## src/rtl/dnc_pkg.sv

```systemverilog
// Shared types and constants of the delta energy nearest centroid unit.
package dnc_pkg;

    localparam int SAMPLE_W    = 16;
    localparam int DELTA_W     = SAMPLE_W + 1;
    localparam int SQUARE_W    = 2 * SAMPLE_W;
    localparam int SUM_W       = 40;
    localparam int ROOT_W      = SUM_W / 2;
    localparam int CLASS_W     = 2;
    localparam int REG_COUNT   = 4;
    localparam int CFG_INDEX_W = 2;
    localparam int DEF_LEVELS  = 4;

    localparam logic [SUM_W-1:0] SUM_MAX = {SUM_W{1'b1}};

    // Register indexes of the configuration port.
    localparam logic [CFG_INDEX_W-1:0] CFG_CENTROID_ZERO  = 2'd0;
    localparam logic [CFG_INDEX_W-1:0] CFG_CENTROID_ONE   = 2'd1;
    localparam logic [CFG_INDEX_W-1:0] CFG_CENTROID_TWO   = 2'd2;
    localparam logic [CFG_INDEX_W-1:0] CFG_CENTROID_THREE = 2'd3;

    typedef struct packed {
        logic signed [SAMPLE_W-1:0] energy_cost;
        logic                       last_sample;
    } t_in_item;

    typedef struct packed {
        logic [CLASS_W-1:0] class_index;
        logic [ROOT_W-1:0]  root_magnitude;
    } t_out_item;

    typedef logic [REG_COUNT-1:0][ROOT_W-1:0] t_centroid_arr;

endpackage

```

## src/rtl/dnc_root.sv

```systemverilog
// Bit-pair iterative integer square root of the 40-bit sum, one result bit per cycle.
module dnc_root (
    input  logic                        i_clk,
    input  logic                        i_rst_n,
    input  logic                        i_start,
    input  logic [dnc_pkg::SUM_W-1:0]   i_value,
    output logic                        o_done,
    output logic [dnc_pkg::ROOT_W-1:0]  o_root
);
    import dnc_pkg::*;

    localparam int STEPS = ROOT_W;
    localparam int CNT_W = $clog2(STEPS);
    localparam logic [SUM_W-1:0]  BIT_TOP   = {2'b01, {(SUM_W-2){1'b0}}};
    localparam logic [CNT_W-1:0]  LAST_STEP = CNT_W'(STEPS - 1);

    logic [SUM_W-1:0] r_v;
    logic [SUM_W-1:0] r_res;
    logic [SUM_W-1:0] r_bit;
    logic [CNT_W-1:0] r_cnt;
    logic             r_busy;
    logic             r_done;
    logic [SUM_W:0]   w_trial;
    logic             w_take;

    assign w_trial = {1'b0, r_res} + {1'b0, r_bit};
    assign w_take  = ({1'b0, r_v} >= w_trial);

    always_ff @(posedge i_clk) begin
        if (!i_rst_n) begin
            r_busy <= 1'b0;
            r_done <= 1'b0;
            r_cnt  <= '0;
        end else begin
            r_done <= 1'b0;
            if (i_start) begin
                r_busy <= 1'b1;
                r_cnt  <= '0;
            end else if (r_busy) begin
                if (r_cnt == LAST_STEP) begin
                    r_busy <= 1'b0;
                    r_done <= 1'b1;
                end else begin
                    r_cnt <= r_cnt + 1'b1;
                end
            end
        end
    end

    always_ff @(posedge i_clk) begin
        if (i_start) begin
            r_v   <= i_value;
            r_res <= '0;
            r_bit <= BIT_TOP;
        end else if (r_busy) begin
            if (w_take) begin
                r_v   <= r_v - w_trial[SUM_W-1:0];
                r_res <= (r_res >> 1) + r_bit;
            end else begin
                r_res <= r_res >> 1;
            end
            r_bit <= r_bit >> 2;
        end
    end

    assign o_done = r_done;
    assign o_root = r_res[ROOT_W-1:0];

endmodule

```

## src/rtl/dnc_nearest.sv

```systemverilog
// Sequential nearest-centroid search, one centroid distance compared per cycle.
module dnc_nearest #(
    parameter int LEVELS = dnc_pkg::DEF_LEVELS
) (
    input  logic                         i_clk,
    input  logic                         i_rst_n,
    input  logic                         i_start,
    input  logic [dnc_pkg::ROOT_W-1:0]   i_root,
    input  dnc_pkg::t_centroid_arr       i_centroid,
    output logic                         o_done,
    output logic [dnc_pkg::CLASS_W-1:0]  o_class
);
    import dnc_pkg::*;

    // Only REG_COUNT centroids exist; at least one always takes part.
    localparam int NUM = (LEVELS > REG_COUNT) ? REG_COUNT : ((LEVELS < 1) ? 1 : LEVELS);
    localparam logic [CLASS_W-1:0] LAST_IDX = CLASS_W'(NUM - 1);

    logic [CLASS_W-1:0] r_idx;
    logic [CLASS_W-1:0] r_best;
    logic [ROOT_W-1:0]  r_best_dist;
    logic               r_busy;
    logic               r_done;
    logic [ROOT_W-1:0]  w_cent;
    logic [ROOT_W-1:0]  w_dist;

    assign w_cent = i_centroid[r_idx];
    assign w_dist = (i_root > w_cent) ? (i_root - w_cent) : (w_cent - i_root);

    always_ff @(posedge i_clk) begin
        if (!i_rst_n) begin
            r_busy <= 1'b0;
            r_done <= 1'b0;
            r_idx  <= '0;
        end else begin
            r_done <= 1'b0;
            if (i_start) begin
                r_busy <= 1'b1;
                r_idx  <= '0;
            end else if (r_busy) begin
                if (r_idx == LAST_IDX) begin
                    r_busy <= 1'b0;
                    r_done <= 1'b1;
                end else begin
                    r_idx <= r_idx + 1'b1;
                end
            end
        end
    end

    // A later centroid wins only on a strictly smaller distance.
    always_ff @(posedge i_clk) begin
        if (r_busy && ((r_idx == '0) || (w_dist < r_best_dist))) begin
            r_best      <= r_idx;
            r_best_dist <= w_dist;
        end
    end

    assign o_done  = r_done;
    assign o_class = r_best;

endmodule

```

## src/rtl/delta_energy_nearest_centroid_unit.sv

```systemverilog
// Top level of the delta energy nearest centroid unit: sequencer, accumulator, output register.
//
// Usage: the samples of one energy-cost vector enter on the input channel, one
// per item, with last_sample set on the final sample. Each sample after the
// first adds the square of its difference to the previous sample to a 40-bit
// saturating sum. On the last sample the block takes the floor square root of
// that sum and emits one item with the index of the nearest of the first LEVELS
// configured centroids, at most four (lower index on a tie), and the root itself.
// A sample that is not last holds o_stall high after it is accepted, through the
// multiply state, then the accumulate state, and only then is a new sample taken.
// A last sample goes on to the root unit, which forms one result bit per cycle,
// then to the search unit, which compares the centroids in turn, and then to the
// output state; most of the time to a result goes to the root iterations.
// The result sits in an output register. A stall from the receiver holds it,
// and the block still accepts the next samples meanwhile; only a new result
// waits for that register to be free. Reset clears the sum, the stored previous
// sample, all centroids and the output valid. Centroids are to be written by the user
// through the configuration port while the block is idle; the block does not enforce it.
module delta_energy_nearest_centroid_unit #(
    parameter int LEVELS = dnc_pkg::DEF_LEVELS
) (
    input  logic                             i_clk,
    input  logic                             i_rst_n,
    input  logic                             i_valid,
    output logic                             o_stall,
    input  dnc_pkg::t_in_item                i_item,
    output logic                             o_valid,
    input  logic                             i_stall,
    output dnc_pkg::t_out_item               o_item,
    input  logic                             i_cfg_we,
    input  logic [dnc_pkg::CFG_INDEX_W-1:0]  i_cfg_index,
    input  logic [dnc_pkg::ROOT_W-1:0]       i_cfg_data
);
    import dnc_pkg::*;

    // Sequencer states.
    localparam logic [2:0] S_IDLE = 3'd0;
    localparam logic [2:0] S_MUL  = 3'd1;
    localparam logic [2:0] S_ADD  = 3'd2;
    localparam logic [2:0] S_ROOT = 3'd3;
    localparam logic [2:0] S_NEAR = 3'd4;
    localparam logic [2:0] S_OUT  = 3'd5;

    logic [2:0]                 r_state;
    logic [2:0]                 n_state;
    logic signed [SAMPLE_W-1:0] r_sample;
    logic                       r_last;
    logic signed [SAMPLE_W-1:0] r_prev;
    logic                       r_have;
    logic [SQUARE_W-1:0]        r_square;
    logic [SUM_W-1:0]           r_sum;
    t_centroid_arr              r_centroid;
    logic                       r_out_valid;
    t_out_item                  r_out;

    logic signed [DELTA_W-1:0]  w_delta;
    logic [DELTA_W-1:0]         w_mag;
    logic [SUM_W:0]             w_sum_wide;
    logic [SUM_W-1:0]           w_sum_sat;
    logic                       w_accept;
    logic                       w_out_free;
    logic                       w_root_start;
    logic                       w_root_done;
    logic [ROOT_W-1:0]          w_root;
    logic                       w_near_start;
    logic                       w_near_done;
    logic [CLASS_W-1:0]         w_class;

    assign w_accept   = i_valid && !o_stall;
    assign w_out_free = !r_out_valid || !i_stall;

    // Neighbour difference and its magnitude; the magnitude fits in 16 bits.
    assign w_delta = {r_sample[SAMPLE_W-1], r_sample} - {r_prev[SAMPLE_W-1], r_prev};
    assign w_mag   = w_delta[DELTA_W-1] ? (-w_delta) : w_delta;

    // Saturating accumulate of the registered square.
    assign w_sum_wide = {1'b0, r_sum} + {{(SUM_W+1-SQUARE_W){1'b0}}, r_square};
    assign w_sum_sat  = w_sum_wide[SUM_W] ? SUM_MAX : w_sum_wide[SUM_W-1:0];

    assign w_root_start = (r_state == S_ADD) && r_last;
    assign w_near_start = (r_state == S_ROOT) && w_root_done;

    always_comb begin
        n_state = r_state;
        case (r_state)
            S_IDLE: begin
                if (w_accept) begin
                    n_state = S_MUL;
                end
            end
            S_MUL: begin
                n_state = S_ADD;
            end
            S_ADD: begin
                n_state = r_last ? S_ROOT : S_IDLE;
            end
            S_ROOT: begin
                if (w_root_done) begin
                    n_state = S_NEAR;
                end
            end
            S_NEAR: begin
                if (w_near_done) begin
                    n_state = S_OUT;
                end
            end
            S_OUT: begin
                if (w_out_free) begin
                    n_state = S_IDLE;
                end
            end
            default: begin
                n_state = S_IDLE;
            end
        endcase
    end

    always_ff @(posedge i_clk) begin
        if (!i_rst_n) begin
            r_state     <= S_IDLE;
            r_prev      <= '0;
            r_have      <= 1'b0;
            r_sum       <= '0;
            r_centroid  <= '0;
            r_out_valid <= 1'b0;
        end else begin
            r_state <= n_state;

            if (i_cfg_we) begin
                r_centroid[i_cfg_index] <= i_cfg_data;
            end

            // The first sample of a vector contributes no square.
            if (r_state == S_ADD) begin
                if (r_last) begin
                    r_prev <= '0;
                    r_have <= 1'b0;
                    r_sum  <= '0;
                end else begin
                    r_prev <= r_sample;
                    r_have <= 1'b1;
                    r_sum  <= w_sum_sat;
                end
            end

            if ((r_state == S_OUT) && w_out_free) begin
                r_out_valid <= 1'b1;
            end else if (!i_stall) begin
                r_out_valid <= 1'b0;
            end
        end
    end

    always_ff @(posedge i_clk) begin
        if (w_accept) begin
            r_sample <= i_item.energy_cost;
            r_last   <= i_item.last_sample;
        end
        if (r_state == S_MUL) begin
            r_square <= r_have ? (w_mag[SAMPLE_W-1:0] * w_mag[SAMPLE_W-1:0]) : '0;
        end
        if ((r_state == S_OUT) && w_out_free) begin
            r_out.class_index    <= w_class;
            r_out.root_magnitude <= w_root;
        end
    end

    dnc_root u_root (
        .i_clk   (i_clk),
        .i_rst_n (i_rst_n),
        .i_start (w_root_start),
        .i_value (w_sum_sat),
        .o_done  (w_root_done),
        .o_root  (w_root)
    );

    dnc_nearest #(
        .LEVELS (LEVELS)
    ) u_nearest (
        .i_clk      (i_clk),
        .i_rst_n    (i_rst_n),
        .i_start    (w_near_start),
        .i_root     (w_root),
        .i_centroid (r_centroid),
        .o_done     (w_near_done),
        .o_class    (w_class)
    );

    assign o_stall = (r_state != S_IDLE);
    assign o_valid = r_out_valid;
    assign o_item  = r_out;

endmodule
```

## config.mk

```make
export PLATFORM = sky130hd
export DESIGN_NAME = delta_energy_nearest_centroid_unit
export DESIGN_NICKNAME = d
export VERILOG_FILES = /design/src/rtl/dnc_pkg.sv /design/src/rtl/dnc_root.sv /design/src/rtl/dnc_nearest.sv /design/src/rtl/delta_energy_nearest_centroid_unit.sv
export SDC_FILE = /design/constraint.sdc
export NUM_CORES = 1
export LEC_CHECK = 0
export ABC_CLOCK_PERIOD_IN_PS = 11900
export BUFFER_PORTS_ARGS = -buffer_cell sky130_fd_sc_hd__clkbuf_2
export CORE_ASPECT_RATIO = 1.4
export CORE_MARGIN = 5
export CORE_UTILIZATION = 65
export DETAILED_ROUTE_END_ITERATION = 8
export PLACE_DENSITY = 0.94
export SKIP_LAST_GASP = 1
export SLEW_MARGIN = 20
export SYNTH_ARGS = -nofsm -noshare
export SYNTH_HDL_FRONTEND = slang
export SYNTH_SLANG_ARGS = --single-unit
```

## constraint.sdc

```tcl
create_clock -name i_clk -period 11.9 [get_ports i_clk]
set_clock_uncertainty 0.15 [all_clocks]
set_input_delay 2.38 -clock i_clk [delete_from_list [all_inputs] [get_ports i_clk]]
set_output_delay 2.38 -clock i_clk [all_outputs]
set_load 0.05 [all_outputs]
```

==> reports/metrics.csv, run 1 <==
stage,metric,value,unit
layout,Area Growth Syn to Fin,7.13,%
clock_network,CTS tree,yes,
hold_path,worst hold start,u_nearest.o_class[0],
setup_path,R2R Setup Slk,1090,ps
setup_path,CP top delay family,adder cells,
detailed_routing,DRC,0,
setup_path,Critical Path AT,11060,ps
sta,Final setup viols,0,
clock_network,TritonCTS buffer count,35,
outcome,status,finished clean,
sta,RSZ-0062 raised after global routing,false,
logic_synthesis,Synth Area in Compound Gates,0.181,
layout,fraction of layout cells with a size suffix above 1,0.0694,
place,PortBufs,67,
sta,fin crit share,0.909,
clock_network,postcts setup bufs,0,
logic_synthesis,post-synthesis mux area share,0.0312,
sta,total negative slack,0,ps
logic_synthesis,number of synthesis warnings,0,
hold_path,WHS Path Cells,0,
sta,relative slew slack,0.274,
detailed_routing,Detail Route Antenna Nets,0,
sta,final hold vios,0,
place,Setup WS pre-CTS,1370,ps
setup_path,CP Class,reg -> reg,
floorplanning,Die ar.,0.0503,mm2
sta,Worst-Margin Slew,1090,ps
logic_synthesis,ys flop type,dfxtp_1,
hold_path,Worst Hold Class,reg -> reg,
layout,antenna cell count,0,
logic_synthesis,Syn Nets,3910,
sta,hold slack,280,ps
detailed_routing,Via Count,26042,
floorplanning,area of the core,0.0457,mm2
floorplanning,Initial Util,0.652,
sta,post-route minimum period,10810,ps
setup_path,worst endpoint required time,12140,ps
layout,"commonest non-fill, non-tap cells in the layout","nand2_1, inv_1, ha_1, nor2_1, dfxtp_1",
logic_synthesis,Post-Synth XOR/XNOR Area,0.0586,
setup_path,FF-to-FF path depth,34,
setup_path,FF-to-FF Start,r_sample[7],
logic_synthesis,"Cell Area, Synth",0.0298,mm2
floorplanning,# IOs,68,
sta,fmax,0.0925,GHz
logic_synthesis,adder-cell share of the synthesized area,0.234,
place,Placer Congestion,0.991,
setup_path,reg2reg end,r_square[31],
logic_synthesis,number of synthesized flops with an enable pin,132,
global_route,largest net degree at the start of global routing,92,
setup_path,Critical Path Fanout Max,16,
logic_synthesis,Cells after Synth,3410,
floorplanning,DIE WIDTH,191,um
job,maxcap violations,0,
global_route,GR Layer Usage met2,0.555,
logic_synthesis,post-synthesis simple-gate area fraction,0.157,
global_route,M3 GR Usage,0.0423,
setup_path,Worst setup EP type,register,
hold_path,Hold Crit Endpoint,o_item[20],
clock_network,root buf cell,clkbuf_16,
global_route,total track usage,0.315,
clock_network,clock sink count,344,
global_route,vias in the first global route,26735,
setup_path,Startpoint Class,register,
detailed_routing,average routed wire per standard cell,19.9,um
logic_synthesis,mean post-synth cell area,8.75,um2
clock_network,Clock Latency Late Sink,560,ps
clock_network,Clock H-tree levels,2,
global_route,first-pass GRT wire length,131,mm
layout,final core utilization,0.699,
floorplanning,Die H,263,um
setup_path,CP Buf/Inv Count,5,
place,DP HPWL,57.9,mm
floorplanning,row cnt,93,
global_route,initial antenna violation count,1,
detailed_routing,routed vias/inst,6.41,
setup_path,most frequent CP cell,fa_1,
logic_synthesis,largest family of logic cells by synthesized area,adder cells,
layout,Final nets,3917,
global_route,GR peak layer,met2,
global_route,gr ovfl total,0,
clock_network,Hold Buf Count CTS,0,
clock_network,post-CTS sizing,0,
setup_path,CP peak stage delay,550,ps
logic_synthesis,asr flop ratio synth,0,
clock_network,clk slew on worst S/H paths,70,ps
detailed_routing,Pre-antenna DRT Iters,8,
setup_path,Worst path slowest cell,fa_1,
global_route,met1 Resource Use GR,0.345,
layout,"most common cell after layout, fill and taps aside",nand2_1,
logic_synthesis,share of the yosys chip area belonging to registers,0.275,
logic_synthesis,number of synthesized register bits,344,
clock_network,Max Buffers Root-to-Sink,3,
sta,max-slew violations,0,
detailed_routing,Total Wirelength,80.7,mm
detailed_routing,DR iter-0 viols,2680,
logic_synthesis,Yosys cell types,90,
sta,setup slack after layout,1090,ps
per-layer routing:
metal | wire length [um] | vias up
li1 | - | 11782
met1 | 27900 | 12355
met2 | 40700 | 1435
met3 | 5350 | 468
met4 | 6700 | 2
met5 | 17 | -
metrics by stage:
stage	instances	instance area, um2
after floorplan	3410	29800
after global placement	3997	30700
after detailed placement	3997	30700
after CTS	4061	32000
after global routing	4061	32000
final	4061	32000
flip-flops by register name (all words and copies together), names as in the netlist, 20 cells and up:
| name | cells |
|---|---|
| u_root.r_v | 40 |
| u_root.r_bit | 20 |
| u_nearest.r_best_dist | 20 |
| o_item | 22 |
| r_square | 31 |
| r_sum | 40 |
| u_root.r_res | 40 |
| r_centroid | 80 |
Yosys cell counts, types with 8 or more instances:
library cell	number	area, um2
o31ai_1	16	120
a31oi_1	50	313
ha_1	286	3580
nand3_1	60	300
dfxtp_1	212	4240
xnor2_1	115	1010
clkbuf_1	120	450
nor2_1	251	942
mux2i_1	38	380
nand3b_1	24	180
fa_1	170	3400
xor2_1	77	674
edfxtp_1	132	3960
a211oi_1	20	150
and3_1	29	181
and2_1	53	332
a21o_1	101	758
a31o_2	11	96.3
a221oi_1	16	140
or2_2	11	68.8
mux4_2	20	450
nand4_1	25	156
nor2b_1	29	181
o21bai_1	28	210
nand2b_1	26	163
o21a_1	22	165
o21ai_0	190	951
a21oi_1	192	961
o211ai_1	15	113
or3_1	13	81.3
nor3b_1	8	60.1
nand2_1	401	1510
a21boi_0	102	766
nor3_1	46	230
inv_1	368	1380
worst register-to-register path: cells and delay by family (launching register included):
family	cells	cell delay (ps)
AOI/OAI and AO/OA	12	3250
xor gates and xnor gates	1	190
adders and majority gates	8	3770
buffers and inverters	5	580
DFF	1	420
muxes	1	390
and+or+nand+nor	7	1880
logic make-up (layout without fill, tap and decap cells):
| kind of cell | after synthesis | in the layout |
|---|---|---|
| adder cells (fa/ha/maj) | 456 | 456 |
| buffers and inverters | 501 | 535 |
| XOR/XNOR | 196 | 196 |
| AO/OA/AOI/OAI | 837 | 837 |
| flip-flops | 344 | 344 |
| multiplexers | 66 | 66 |
| AND/OR/NAND/NOR | 1010 | 1010 |
area by class of cell:
type	count	area, um2
multi-input cells	2565	19800
inverters	372	1400
well taps	617	772
fillers	3106	13800
clock inverters	16	188
clock buffers	48	1050
repair buffers	99	576
flip-flops and latches	344	8210
how the worst max path moves through the flow:
stage	from	end	slack (ps)	cells after the start
after detailed placement	r_sample[0]	r_square[31]	1370	35
after global routing	r_sample[7]	r_square[31]	500	33
after global placement	r_sample[0]	r_square[31]	1630	35
after floorplan	r_sample[0]	r_square[31]	2090	35
final	r_sample[7]	r_square[31]	1090	34
after CTS	r_sample[7]	r_square[31]	1230	33
Power of run 1 is left out: the tool's default activity adds up to more than one toggle a clock period on the data nets, which glitch-free logic cannot reach.
==> inputs of run 2 (changes only) <==
--- a/config.mk
+++ b/config.mk
@@ -7,9 +7,10 @@
 export LEC_CHECK = 0
 export ABC_CLOCK_PERIOD_IN_PS = 11900
 export BUFFER_PORTS_ARGS = -buffer_cell sky130_fd_sc_hd__clkbuf_2
-export CORE_ASPECT_RATIO = 1.4
+export CORE_ASPECT_RATIO = 0.75
 export CORE_MARGIN = 5
 export CORE_UTILIZATION = 65
+export CTS_BUF_LIST = sky130_fd_sc_hd__clkbuf_16
 export DETAILED_ROUTE_END_ITERATION = 8
 export PLACE_DENSITY = 0.94
 export SKIP_LAST_GASP = 1
==> reports/metrics.csv, run 2 (synthesized netlist as in run 1, its figures left out) <==
stage,metric,value,unit
outcome,status,finished clean,
global_route,total track usage,0.302,
clock_network,Clock Latency Late Sink,550,ps
setup_path,FF-to-FF Start,r_sample[0],
layout,fraction of layout cells with a size suffix above 1,0.0634,
detailed_routing,DRC,0,
clock_network,root buf cell,clkbuf_16,
floorplanning,row cnt,68,
detailed_routing,Pre-antenna DRT Iters,8,
place,Placer Congestion,0.995,
floorplanning,area of the core,0.0457,mm2
sta,Final setup viols,0,
sta,Worst-Margin Slew,1110,ps
setup_path,reg2reg end,r_square[31],
floorplanning,Die H,196,um
setup_path,CP top delay family,adder cells,
setup_path,Worst path slowest cell,xor2_1,
sta,RSZ-0062 raised after global routing,false,
clock_network,clock sink count,344,
sta,final hold vios,0,
detailed_routing,Via Count,25214,
clock_network,CTS tree,yes,
setup_path,CP Class,reg -> reg,
sta,relative slew slack,0.251,
setup_path,Worst setup EP type,register,
job,maxcap violations,0,
setup_path,CP Buf/Inv Count,7,
clock_network,TritonCTS buffer count,35,
layout,Area Growth Syn to Fin,6.36,%
setup_path,worst endpoint required time,12150,ps
clock_network,post-CTS sizing,0,
place,DP Area,0.0306,mm2
place,PortBufs,67,
layout,Layout Cell Area excl Fill,0.0317,mm2
detailed_routing,Detail Route Antenna Nets,0,
layout,Top reg by flops,r_centroid,
layout,Final nets,3910,
hold_path,Worst Hold Class,reg -> reg,
detailed_routing,DR iter-0 viols,2941,
clock_network,clk slew on worst S/H paths,70,ps
floorplanning,# IOs,68,
layout,"most common cell after layout, fill and taps aside",nand2_1,
setup_path,Startpoint Class,register,
setup_path,Critical Path Fanout Max,16,
detailed_routing,Total Wirelength,77.5,mm
sta,fin crit share,0.927,
sta,total negative slack,0,ps
setup_path,crit path to,r_square[31],
global_route,initial antenna violation count,2,
setup_path,CP Depth,37,
layout,FILL cells,3206,
clock_network,Hold Buf Count CTS,0,
sta,max-slew violations,0,
global_route,vias in the first global route,24754,
detailed_routing,routed vias/inst,6.25,
floorplanning,Initial Util,0.653,
global_route,gr ovfl total,0,
setup_path,FF-to-FF path depth,37,
setup_path,R2R Setup Slk,870,ps
global_route,first-pass GRT wire length,127,mm
clock_network,Max Buffers Root-to-Sink,3,
clock_network,postcts setup bufs,0,
detailed_routing,average routed wire per standard cell,19.2,um
sta,fmax,0.0906,GHz
setup_path,CP peak stage delay,670,ps
layout,"commonest non-fill, non-tap cells in the layout","nand2_1, inv_1, ha_1, nor2_1, dfxtp_1",
place,DP HPWL,57.8,mm
layout,antenna cell count,0,
setup_path,Critical Path AT,11280,ps
clock_network,Clock H-tree levels,2,
setup_path,Worst Setup SP,r_sample[0],
floorplanning,Die ar.,0.0503,mm2
floorplanning,DIE WIDTH,257,um
sta,post-route minimum period,11030,ps
layout,Largest register FFs,80,
global_route,largest net degree at the start of global routing,109,
[run 2: cell types whose count changed in the layout (fill, tap and decap cells not counted), moves of 4 or more]
cell,delta
clkinv_1,+6
clkinvlp_4,-5
clkbuf_8,-6
clkbuf_1,-4
inv_1,+10
buf_4,-7
[run 2: worst min-delay path by stage]
stage	slack [ps]	cells after the start	from	endpoint
6_report	270	0	u_nearest.o_class[1]	o_item[21]
5_1_grt	290	0	u_nearest.o_class[1]	o_item[21]
3_5_place_dp	270	0	u_nearest.o_class[1]	o_item[21]
4_1_cts	270	0	u_nearest.o_class[1]	o_item[21]
2_1_floorplan	250	0	u_nearest.o_class[0]	o_item[20]
3_3_place_gp	250	0	u_nearest.o_class[0]	o_item[20]
[run 2: metrics by stage]
step | util | std cells | hold WS, ps | setup WS, ps
finish | 0.694 | 4032 | 273 | 867
global placement | 0.671 | 3968 | 252 | 1380
global route | 0.694 | 4032 | 289 | 275
CTS | 0.694 | 4032 | 270 | 978
floorplan | - | 3410 | 250 | 2090
detailed placement | 0.671 | 3968 | 271 | 1030
[run 2: layout make-up]
cell class / count / area, um2 / area share
clock inverters: 28 / 191 / 0.00603
clock buffers: 36 / 901 / 0.0284
flip-flops and latches: 344 / 8210 / 0.259
well taps: 595 / 744 / 0.0235
multi-input cells: 2565 / 19800 / 0.623
inverters: 372 / 1400 / 0.0440
repair buffers: 92 / 523 / 0.0165
[run 2: layer usage]
layer / GRT usage / vias to the layer above / part of all wire
met5: 0 / - / 0.00017
met4: 0.0712 / 2 / 0.022
met3: 0.0831 / 183 / 0.12
met2: 0.458 / 1343 / 0.43
met1: 0.435 / 11916 / 0.42
li1: - / 11770 / -
Power of run 2 is left out for the same reason.
